==> src/rtl/iir_direct_form_one_filter_macros.svh <==
// shared assertion macros for the filter
`ifndef IIR_DIRECT_FORM_ONE_FILTER_MACROS_SVH
`define IIR_DIRECT_FORM_ONE_FILTER_MACROS_SVH

// same-cycle implication
`define IIRDF1_ASSERT_NOW(label, pre, post, msg) \
  label: assert property (@(posedge clk) disable iff (rst) (pre) |-> (post)) \
    else $error(msg);

// next-cycle implication
`define IIRDF1_ASSERT_NEXT(label, pre, post, msg) \
  label: assert property (@(posedge clk) disable iff (rst) (pre) |=> (post)) \
    else $error(msg);

`endif

==> src/rtl/iirdf1_pkg.sv <==
`timescale 1ns / 1ps

package iirdf1_pkg;

  localparam int SAMPLE_W   = 16;
  localparam int COEF_W     = 18;
  localparam int PROD_W     = SAMPLE_W + COEF_W;
  localparam int ACC_W      = PROD_W + 2;
  localparam int FRAC_SHIFT = 14;
  localparam int Q_W        = ACC_W - FRAC_SHIFT;
  localparam int HIST_DEPTH = 3;
  localparam int NUM_REGS   = 7;
  localparam int REG_IDX_W  = 3;
  localparam int ADDR_W     = 5;
  localparam int DATA_W     = 32;

  localparam logic signed [ACC_W-1:0]  ROUND_HALF = ACC_W'(1 << (FRAC_SHIFT - 1));
  localparam logic signed [Q_W-1:0]    SAT_MAX    = Q_W'(32767);
  localparam logic signed [Q_W-1:0]    SAT_MIN    = -Q_W'(32768);
  localparam logic signed [COEF_W-1:0] B0_RESET   = COEF_W'(16384);

  typedef logic [REG_IDX_W-1:0] reg_idx_t;

  localparam reg_idx_t REG_B0 = 3'd0;
  localparam reg_idx_t REG_B1 = 3'd1;
  localparam reg_idx_t REG_B2 = 3'd2;
  localparam reg_idx_t REG_B3 = 3'd3;
  localparam reg_idx_t REG_A1 = 3'd4;
  localparam reg_idx_t REG_A2 = 3'd5;
  localparam reg_idx_t REG_A3 = 3'd6;

  typedef logic signed [COEF_W-1:0]   coef_t;
  typedef logic signed [SAMPLE_W-1:0] sample_t;

  typedef enum logic [1:0] {
    ST_IDLE,
    ST_MAC,
    ST_DRAIN,
    ST_FIN
  } state_t;

  typedef struct packed {
    logic     load;
    logic     mul_en;
    reg_idx_t idx;
    logic     first;
    logic     commit;
  } dp_cmd_t;

  typedef struct packed {
    logic out_free;
  } dp_status_t;

endpackage

==> src/rtl/iirdf1_regs.sv <==
`timescale 1ns / 1ps

module iirdf1_regs
  import iirdf1_pkg::*;
(
  input  logic              clk,
  input  logic              rst,
  input  logic              psel,
  input  logic              penable,
  input  logic              pwrite,
  input  logic [ADDR_W-1:0] paddr,
  input  logic [DATA_W-1:0] pwdata,
  output logic [DATA_W-1:0] prdata,
  output logic              pready,
  output coef_t             coefs [NUM_REGS]
);

  logic     wr;
  reg_idx_t widx;
  coef_t    wval;

  assign pready = 1'b1;
  assign wr     = psel && penable && pwrite;
  assign widx   = paddr[ADDR_W-1:2];
  assign wval   = pwdata[COEF_W-1:0];

  always_ff @(posedge clk) begin
    if (rst) begin
      coefs[REG_B0] <= B0_RESET;
      coefs[REG_B1] <= '0;
      coefs[REG_B2] <= '0;
      coefs[REG_B3] <= '0;
      coefs[REG_A1] <= '0;
      coefs[REG_A2] <= '0;
      coefs[REG_A3] <= '0;
    end else if (wr) begin
      case (widx)
        REG_B0: coefs[REG_B0] <= wval;
        REG_B1: coefs[REG_B1] <= wval;
        REG_B2: coefs[REG_B2] <= wval;
        REG_B3: coefs[REG_B3] <= wval;
        REG_A1: coefs[REG_A1] <= wval;
        REG_A2: coefs[REG_A2] <= wval;
        REG_A3: coefs[REG_A3] <= wval;
        default: ;
      endcase
    end
  end

  always_comb begin
    case (widx)
      REG_B0:  prdata = DATA_W'(coefs[REG_B0]);
      REG_B1:  prdata = DATA_W'(coefs[REG_B1]);
      REG_B2:  prdata = DATA_W'(coefs[REG_B2]);
      REG_B3:  prdata = DATA_W'(coefs[REG_B3]);
      REG_A1:  prdata = DATA_W'(coefs[REG_A1]);
      REG_A2:  prdata = DATA_W'(coefs[REG_A2]);
      REG_A3:  prdata = DATA_W'(coefs[REG_A3]);
      default: prdata = '0;
    endcase
  end

endmodule

==> src/rtl/iirdf1_ctrl.sv <==
`timescale 1ns / 1ps

module iirdf1_ctrl
  import iirdf1_pkg::*;
#(
  parameter int NUM_FF_TAPS = 4,
  parameter int NUM_FB_TAPS = 4
) (
  input  logic       clk,
  input  logic       rst,
  input  logic       s_tvalid,
  output logic       s_tready,
  input  dp_status_t status,
  output dp_cmd_t    cmd
);

  localparam int NSTEP = NUM_FF_TAPS + NUM_FB_TAPS - 1;

  state_t   state, state_next;
  reg_idx_t cnt, cnt_next;

  always_ff @(posedge clk) begin
    if (rst) begin
      state <= ST_IDLE;
      cnt   <= '0;
    end else begin
      state <= state_next;
      cnt   <= cnt_next;
    end
  end

  always_comb begin
    state_next = state;
    cnt_next   = cnt;
    s_tready   = 1'b0;
    cmd        = '0;
    case (state)
      ST_IDLE: begin
        s_tready = 1'b1;
        if (s_tvalid) begin
          // first tap multiplies straight off the input beat
          cmd.load   = 1'b1;
          cmd.mul_en = 1'b1;
          cmd.idx    = REG_B0;
          cmd.first  = 1'b1;
          cnt_next   = reg_idx_t'(1);
          state_next = ST_MAC;
        end
      end
      ST_MAC: begin
        cmd.mul_en = 1'b1;
        if (cnt < reg_idx_t'(NUM_FF_TAPS)) begin
          cmd.idx = cnt;
        end else begin
          cmd.idx = cnt + reg_idx_t'(int'(REG_A1) - NUM_FF_TAPS);
        end
        if (cnt == reg_idx_t'(NSTEP - 1)) begin
          state_next = ST_DRAIN;
        end else begin
          cnt_next = cnt + reg_idx_t'(1);
        end
      end
      ST_DRAIN: begin
        state_next = ST_FIN;
      end
      ST_FIN: begin
        if (status.out_free) begin
          cmd.commit = 1'b1;
          state_next = ST_IDLE;
        end
      end
      default: begin
        state_next = ST_IDLE;
      end
    endcase
  end

endmodule

==> src/rtl/iirdf1_dp.sv <==
`timescale 1ns / 1ps

module iirdf1_dp
  import iirdf1_pkg::*;
(
  input  logic       clk,
  input  logic       rst,
  input  sample_t    sample_in,
  input  coef_t      coefs [NUM_REGS],
  input  dp_cmd_t    cmd,
  output dp_status_t status,
  output logic       out_valid,
  input  logic       out_ready,
  output sample_t    sample_out,
  output logic       clipped
);

  sample_t x_cur;
  sample_t x_hist [HIST_DEPTH];
  sample_t y_hist [HIST_DEPTH];

  sample_t                   opnd;
  coef_t                     coef_sel;
  logic signed [PROD_W-1:0]  mult;
  logic signed [PROD_W-1:0]  prod;
  logic                      prod_sub;
  logic                      prod_first;
  logic                      prod_vld;
  logic signed [ACC_W-1:0]   acc;
  logic signed [ACC_W-1:0]   acc_base;
  logic signed [ACC_W-1:0]   acc_rnd;
  logic signed [Q_W-1:0]     q;
  sample_t                   y_sat;
  logic                      clip;

  // operand and coefficient for the tap being issued
  always_comb begin
    case (cmd.idx)
      REG_B0:  opnd = sample_in;
      REG_B1:  opnd = x_hist[0];
      REG_B2:  opnd = x_hist[1];
      REG_B3:  opnd = x_hist[2];
      REG_A1:  opnd = y_hist[0];
      REG_A2:  opnd = y_hist[1];
      REG_A3:  opnd = y_hist[2];
      default: opnd = '0;
    endcase
  end

  assign coef_sel = coefs[cmd.idx];
  assign mult     = coef_sel * opnd;

  always_ff @(posedge clk) begin
    if (rst) begin
      prod_vld <= 1'b0;
    end else begin
      prod_vld <= cmd.mul_en;
    end
  end

  always_ff @(posedge clk) begin
    if (cmd.mul_en) begin
      prod       <= mult;
      prod_sub   <= (cmd.idx >= REG_A1);
      prod_first <= cmd.first;
    end
    if (cmd.load) begin
      x_cur <= sample_in;
    end
  end

  assign acc_base = prod_first ? '0 : acc;

  always_ff @(posedge clk) begin
    if (prod_vld) begin
      if (prod_sub) begin
        acc <= acc_base - ACC_W'(prod);
      end else begin
        acc <= acc_base + ACC_W'(prod);
      end
    end
  end

  // round half up, then saturate
  assign acc_rnd = acc + ROUND_HALF;
  assign q       = acc_rnd[ACC_W-1:FRAC_SHIFT];

  always_comb begin
    if (q > SAT_MAX) begin
      y_sat = SAT_MAX[SAMPLE_W-1:0];
      clip  = 1'b1;
    end else if (q < SAT_MIN) begin
      y_sat = SAT_MIN[SAMPLE_W-1:0];
      clip  = 1'b1;
    end else begin
      y_sat = q[SAMPLE_W-1:0];
      clip  = 1'b0;
    end
  end

  always_ff @(posedge clk) begin
    if (rst) begin
      for (int i = 0; i < HIST_DEPTH; i++) begin
        x_hist[i] <= '0;
        y_hist[i] <= '0;
      end
    end else if (cmd.commit) begin
      for (int i = HIST_DEPTH - 1; i > 0; i--) begin
        x_hist[i] <= x_hist[i-1];
        y_hist[i] <= y_hist[i-1];
      end
      x_hist[0] <= x_cur;
      y_hist[0] <= y_sat;
    end
  end

  // output register
  always_ff @(posedge clk) begin
    if (rst) begin
      out_valid <= 1'b0;
    end else if (cmd.commit) begin
      out_valid <= 1'b1;
    end else if (out_ready) begin
      out_valid <= 1'b0;
    end
  end

  always_ff @(posedge clk) begin
    if (cmd.commit) begin
      sample_out <= y_sat;
      clipped    <= clip;
    end
  end

  assign status.out_free = !out_valid || out_ready;

endmodule

==> src/rtl/iir_direct_form_one_filter.sv <==
`timescale 1ns / 1ps
// Direct form I IIR filter, Q1.15 samples, Q4.14 coefficients.
// Input stream: s_tvalid/s_tready/s_tdata carries one sample per beat.
// Output stream: m_tvalid/m_tready/m_tdata carries the filtered sample,
// m_tuser flags a saturated result. One output beat per input beat, in order.
// Coefficients b0..b3, a1..a3 sit on the APB port at byte addresses 0..24;
// write them only while no sample is in flight.
// One shared 18x16 multiplier walks the taps, one per cycle, into a 36-bit
// accumulator. With T = NUM_FF_TAPS + NUM_FB_TAPS - 1 taps (seven at the
// default), the sum passes a drain and a finish state before it is committed,
// and a new input beat is taken only after the last result is committed.
// The output sits in its own register, so the next sample is accepted while
// a result waits; if the receiver still stalls when the next result is
// ready, the block holds that result and stops taking input.
// Reset clears the sample histories and the pipeline and loads b0 = 1.0,
// all other coefficients 0.

`include "iir_direct_form_one_filter_macros.svh"

module iir_direct_form_one_filter
  import iirdf1_pkg::*;
#(
  parameter int NUM_FF_TAPS = 4,
  parameter int NUM_FB_TAPS = 4
) (
  input  logic              clk,
  input  logic              rst,
  input  logic              s_tvalid,
  output logic              s_tready,
  input  logic [15:0]       s_tdata,   // [15:0] sample_in
  output logic              m_tvalid,
  input  logic              m_tready,
  output logic [15:0]       m_tdata,   // [15:0] sample_out
  output logic [0:0]        m_tuser,   // [0] clipped
  input  logic              psel,
  input  logic              penable,
  input  logic              pwrite,
  input  logic [ADDR_W-1:0] paddr,
  input  logic [DATA_W-1:0] pwdata,
  output logic [DATA_W-1:0] prdata,
  output logic              pready
);

  coef_t      coefs [NUM_REGS];
  dp_cmd_t    cmd;
  dp_status_t status;
  sample_t    sample_out;
  logic       clipped;

  iirdf1_regs u_regs (
    .clk     (clk),
    .rst     (rst),
    .psel    (psel),
    .penable (penable),
    .pwrite  (pwrite),
    .paddr   (paddr),
    .pwdata  (pwdata),
    .prdata  (prdata),
    .pready  (pready),
    .coefs   (coefs)
  );

  iirdf1_ctrl #(
    .NUM_FF_TAPS (NUM_FF_TAPS),
    .NUM_FB_TAPS (NUM_FB_TAPS)
  ) u_ctrl (
    .clk      (clk),
    .rst      (rst),
    .s_tvalid (s_tvalid),
    .s_tready (s_tready),
    .status   (status),
    .cmd      (cmd)
  );

  iirdf1_dp u_dp (
    .clk        (clk),
    .rst        (rst),
    .sample_in  (s_tdata),
    .coefs      (coefs),
    .cmd        (cmd),
    .status     (status),
    .out_valid  (m_tvalid),
    .out_ready  (m_tready),
    .sample_out (sample_out),
    .clipped    (clipped)
  );

  assign m_tdata    = sample_out;
  assign m_tuser[0] = clipped;

  `IIRDF1_ASSERT_NOW(a_commit_free, cmd.commit, (!m_tvalid || m_tready), "result overwrote a waiting beat")
  `IIRDF1_ASSERT_NEXT(a_one_in_flight, (s_tvalid && s_tready), !s_tready, "second sample taken while busy")
  `IIRDF1_ASSERT_NEXT(a_commit_shows, cmd.commit, m_tvalid, "committed result not presented")
  `IIRDF1_ASSERT_NOW(a_no_mul_idle, (s_tready && !s_tvalid), !cmd.mul_en, "multiply issued while idle")

endmodule

==> config.mk <==
export PLATFORM = sky130hd
export DESIGN_NAME = iir_direct_form_one_filter
export DESIGN_NICKNAME = d
export VERILOG_FILES = /design/src/rtl/iirdf1_pkg.sv /design/src/rtl/iirdf1_regs.sv /design/src/rtl/iirdf1_ctrl.sv /design/src/rtl/iirdf1_dp.sv /design/src/rtl/iir_direct_form_one_filter.sv
export VERILOG_INCLUDE_DIRS = /design/src /design/src/rtl
export SDC_FILE = /design/constraint.sdc
export NUM_CORES = 2
export LEC_CHECK = 0
export BUFFER_PORTS_ARGS = -buffer_cell sky130_fd_sc_hd__buf_2
export CORE_AREA = 3 3 164 285
export DETAILED_ROUTE_END_ITERATION = 8
export DIE_AREA = 0 0 167 288
export PLACE_DENSITY = 0.81
export RECOVER_POWER = 100
export SETUP_SLACK_MARGIN = 0.5
export SYNTH_ARGS = -nofsm -noshare
export SYNTH_HDL_FRONTEND = slang
export SYNTH_SLANG_ARGS = --single-unit
==> constraint.sdc <==
create_clock -name clk -period 11.56 [get_ports clk]
set_clock_uncertainty 0.2 [all_clocks]
set_input_delay 0 -clock clk [delete_from_list [all_inputs] [get_ports clk]]
set_output_delay 0 -clock clk [all_outputs]
set_load 0.01 [all_outputs]
==> results_dict.tcl <==
set metrics [dict create \
    cts_sinks 334 \
    dr.pass1.iters 7 \
    synth_area_leader_cell "edfxtp_1" \
    syn_area_um2 28400 \
    hp-class "in -> reg" \
    die-width_um 167 \
    slew_viols_final 401 \
    layout_area_growth_over_synthesis_pct 8.59 \
    port-buffer-count 94 \
    setup.worst_path.end_class "register" \
    worst_margin_slew_ns 5.10 \
    grt_first_pass_wirelength_um 126000 \
    synth.mux.area_fraction 0.0461 \
    min_period_over_period 0.902 \
    synth.top_cells.by_area "edfxtp_1 21%, fa_1 21%, dfxtp_1 9.4%, ha_1 5.6%, nand2_1 5.6%" \
    synth_async_sr_flop_share 0 \
    average_instance_area_after_synthesis_um2 9.35 \
    crit-reg2reg-launch "u_ctrl.cnt[2]$_SDFFE_PP0P_" \
    critPathLaunchType "register" \
    ys.warnings.count 0 \
    r2r-end "u_dp.prod[33]$_DFFE_PP_" \
    cts-resized-gates 0 \
    grtUsageTotal 0.327 \
    dominantRegCellSynth "edfxtp_1" \
    clkTransAtPathRegs_ns 0.07 \
    final_nets 3619 \
    synth-seq-cells 334 \
    sum_of_net_half_perimeters_after_detailed_placement_um 56400 \
    drt_first_iter_violations 2409 \
    synth_xor_xnor_area_share 0.0348 \
    drv.max_cap_violation_count 9 \
    clk-insertion-delay-late_ns 0.62 \
    status "finished with violations" \
    slew_headroom -2.40 \
    cts_buffer_depth 3 \
    crit_required_ns 11.70 \
    finalSetupViolations 0 \
    final_layout_size_suffix_gt1_frac 0.0538 \
    globalRoute.totalOverflow 0 \
    antenna-diode-count 0 \
    detail_route.vias_per_cell 6.22 \
    cts_made_buffers 31 \
    holdPathEnd "u_regs.coefs[19]$_SDFFE_PP0P_" \
    top_level_ports 112 \
    min_delay_path_depth 4 \
    design.die.area_um2 48100 \
    tritoncts_clock_tree "yes" \
    post_synthesis_share_of_cell_area_spent_on_full_adders_half_adders_and_majority_gates 0.262 \
    timing_hold_violations_final 0 \
    drt_wl_total_um 78700 \
    violated_checks "max-capacitance violations, max-slew violations" \
    num_vias 23200 \
    combinational_family_with_the_most_area_after_synthesis "adder cells" \
    grt_pass1_vias 24400 \
    rsz0062_at_grt "no" \
    critical_path_class "reg -> reg" \
    yosysSeqAreaShare 0.306 \
    htreeDepth 1 \
    final.setup.tns_ns 0 \
    synthesis.nets 3522 \
    clock_tree.root_cell "clkbuf_16" \
    max_fo_critical_path 28 \
    max_fclk_mhz 95.9 \
    grt_start_max_net_pins 97 \
    grt_antenna_before_repair 0 \
    gpl.final_weighted_congestion 0.933 \
    fp.coreArea_um2 44500 \
    min_from "pwdata[1]" \
    timing.reg2reg.worst_path_depth 27 \
    synth.top_cell.area_share 0.212 \
    cts_setup_buffers 0 \
    synth_cell_type_count 88 \
    synth_edf_count 201 \
    fin_crit_ns 10.43 \
    holdBufCountCts 65 \
    critical_path_arrival_ns 10.56 \
    postSynthCellCount 3042 \
    num_rows 102 \
    ant_nets 0 \
    wl_per_cell_um 21.1 \
    fp.dieH_um 288 \
    reg2reg_setup_slack_ns 1.13 \
    drc 0 \
    post_synth_and_or_nand_nor_area_fraction 0.164 \
    initial_standard_cell_utilization_of_the_core 0.639 \
    synth_area_in_compound_gates 0.118 \
]
## routing by layer
| layer | GRT usage | vias up | share of wire |
|---|---|---|---|
| met5 | 0 | - | 0 |
| met4 | 0.222 | 0 | 0.078 |
| met3 | 0.0427 | 399 | 0.072 |
| met2 | 0.582 | 1309 | 0.51 |
| met1 | 0.362 | 11300 | 0.34 |
| li1 | - | 10200 | - |
## how the worst max path moves through the flow
stage	slack, ns	depth (start not counted)	start	end
final	1.13	27	u_ctrl.cnt[2]$_SDFFE_PP0P_	u_dp.prod[33]$_DFFE_PP_
after global routing	0.65	27	u_ctrl.cnt[2]$_SDFFE_PP0P_	u_dp.prod[33]$_DFFE_PP_
after CTS	1.86	25	u_ctrl.cnt[2]$_SDFFE_PP0P_	u_dp.prod[33]$_DFFE_PP_
after detailed placement	1.90	25	u_ctrl.cnt[2]$_SDFFE_PP0P_	u_dp.prod[33]$_DFFE_PP_
after global placement	2.08	25	u_ctrl.cnt[2]$_SDFFE_PP0P_	u_dp.prod[33]$_DFFE_PP_
after floorplan	3.51	28	u_ctrl.state[1]$_SDFFE_PP0P_	u_dp.prod[33]$_DFFE_PP_
## critical path, cell delays in order (launching register included)
cell      delay, ns
dfxtp_2        0.79
nand2_1        0.69
inv_1          0.28
buf_4          0.52
mux2_1         0.40
a221oi_1       0.31
clkbuf_1       0.80
nor2_1         0.17
fa_1           0.55
inv_1          0.05
fa_1           0.47
fa_1           0.52
inv_1          0.05
fa_1           0.48
fa_1           0.56
inv_1          0.06
fa_1           0.54
inv_1          0.04
ha_1           0.37
nand3_1        0.12
nor4_1         0.37
o211ai_1       0.20
a31oi_1        0.37
and3_1         0.30
o311ai_0       0.21
a21oi_1        0.29
nor4_1         0.07
a311o_1        0.33
## kinds of logic (layout without fill, tap and decap cells)
kind of cell	after synthesis	count (layout)
and+or+nand+nor	1022	1022
AOI/OAI and AO/OA	530	530
buffers and inverters	508	627
adders and majority gates	420	420
DFF	334	334
muxes	114	114
xor gates and xnor gates	113	113
other	1	1
## flip-flops by register name, summed over array words and instances, names as in the netlist
register	count
u_dp.prod_vld	1
u_dp.out_valid	1
u_dp.y_hist	48
u_dp.x_hist	48
u_ctrl.cnt	3
u_dp.prod	34
u_dp.prod_first	1
u_dp.prod_sub	1
u_dp.acc	36
u_dp.clipped	1
u_ctrl.state	2
u_dp.sample_out	16
u_regs.coefs	126
u_dp.x_cur	16
## cell usage in the layout (no fill, tap or decap), types with 87 or more instances in the layout
cell type,n
edfxtp_1,201
ha_1,128
a21oi_1,234
mux2i_1,87
dfxtp_1,131
nand2_1,426
o21ai_0,95
fa_1,292
xnor2_1,88
inv_1,370
nor2_1,274
## through the flow
| stage | hold slack [ns] | std cells | setup WS [ns] | instance area, um2 | util |
|---|---|---|---|---|---|
| final | 0.0525 | 3733 | 1.13 | 30900 | 0.694 |
| after global routing | 0.0543 | 3733 | 0.646 | 30900 | 0.694 |
| after CTS | 0.0264 | 3733 | 1.86 | 31100 | 0.699 |
| after detailed placement | -0.00167 | 3613 | 1.90 | 29500 | 0.661 |
| after global placement | 0.00205 | 3613 | 2.08 | 29500 | 0.661 |
| after floorplan | -0.101 | 3042 | 3.51 | 28400 | - |
## final cells by class
class / instances / area (um2)
Multi-Input combinational cell: 2200 / 17700
Fill cell: 3339 / 13700
Sequential cell: 334 / 8700
Inverter: 370 / 1390
Timing Repair Buffer: 202 / 1330
Clock buffer: 40 / 841
Tap cell: 572 / 716
Clock inverter: 15 / 180
## synth_stat cells, types with 81 or more instances
cell type,n
nand2_1,426
inv_1,368
fa_1,292
nor2_1,276
a21oi_1,233
edfxtp_1,201
dfxtp_1,133
ha_1,128
clkbuf_1,102
and2_1,90
xnor2_1,88
mux2i_1,87
o21ai_0,81
Power is left out: the tool's default activity adds up to more than one toggle a clock period on the data nets, which glitch-free logic cannot reach.
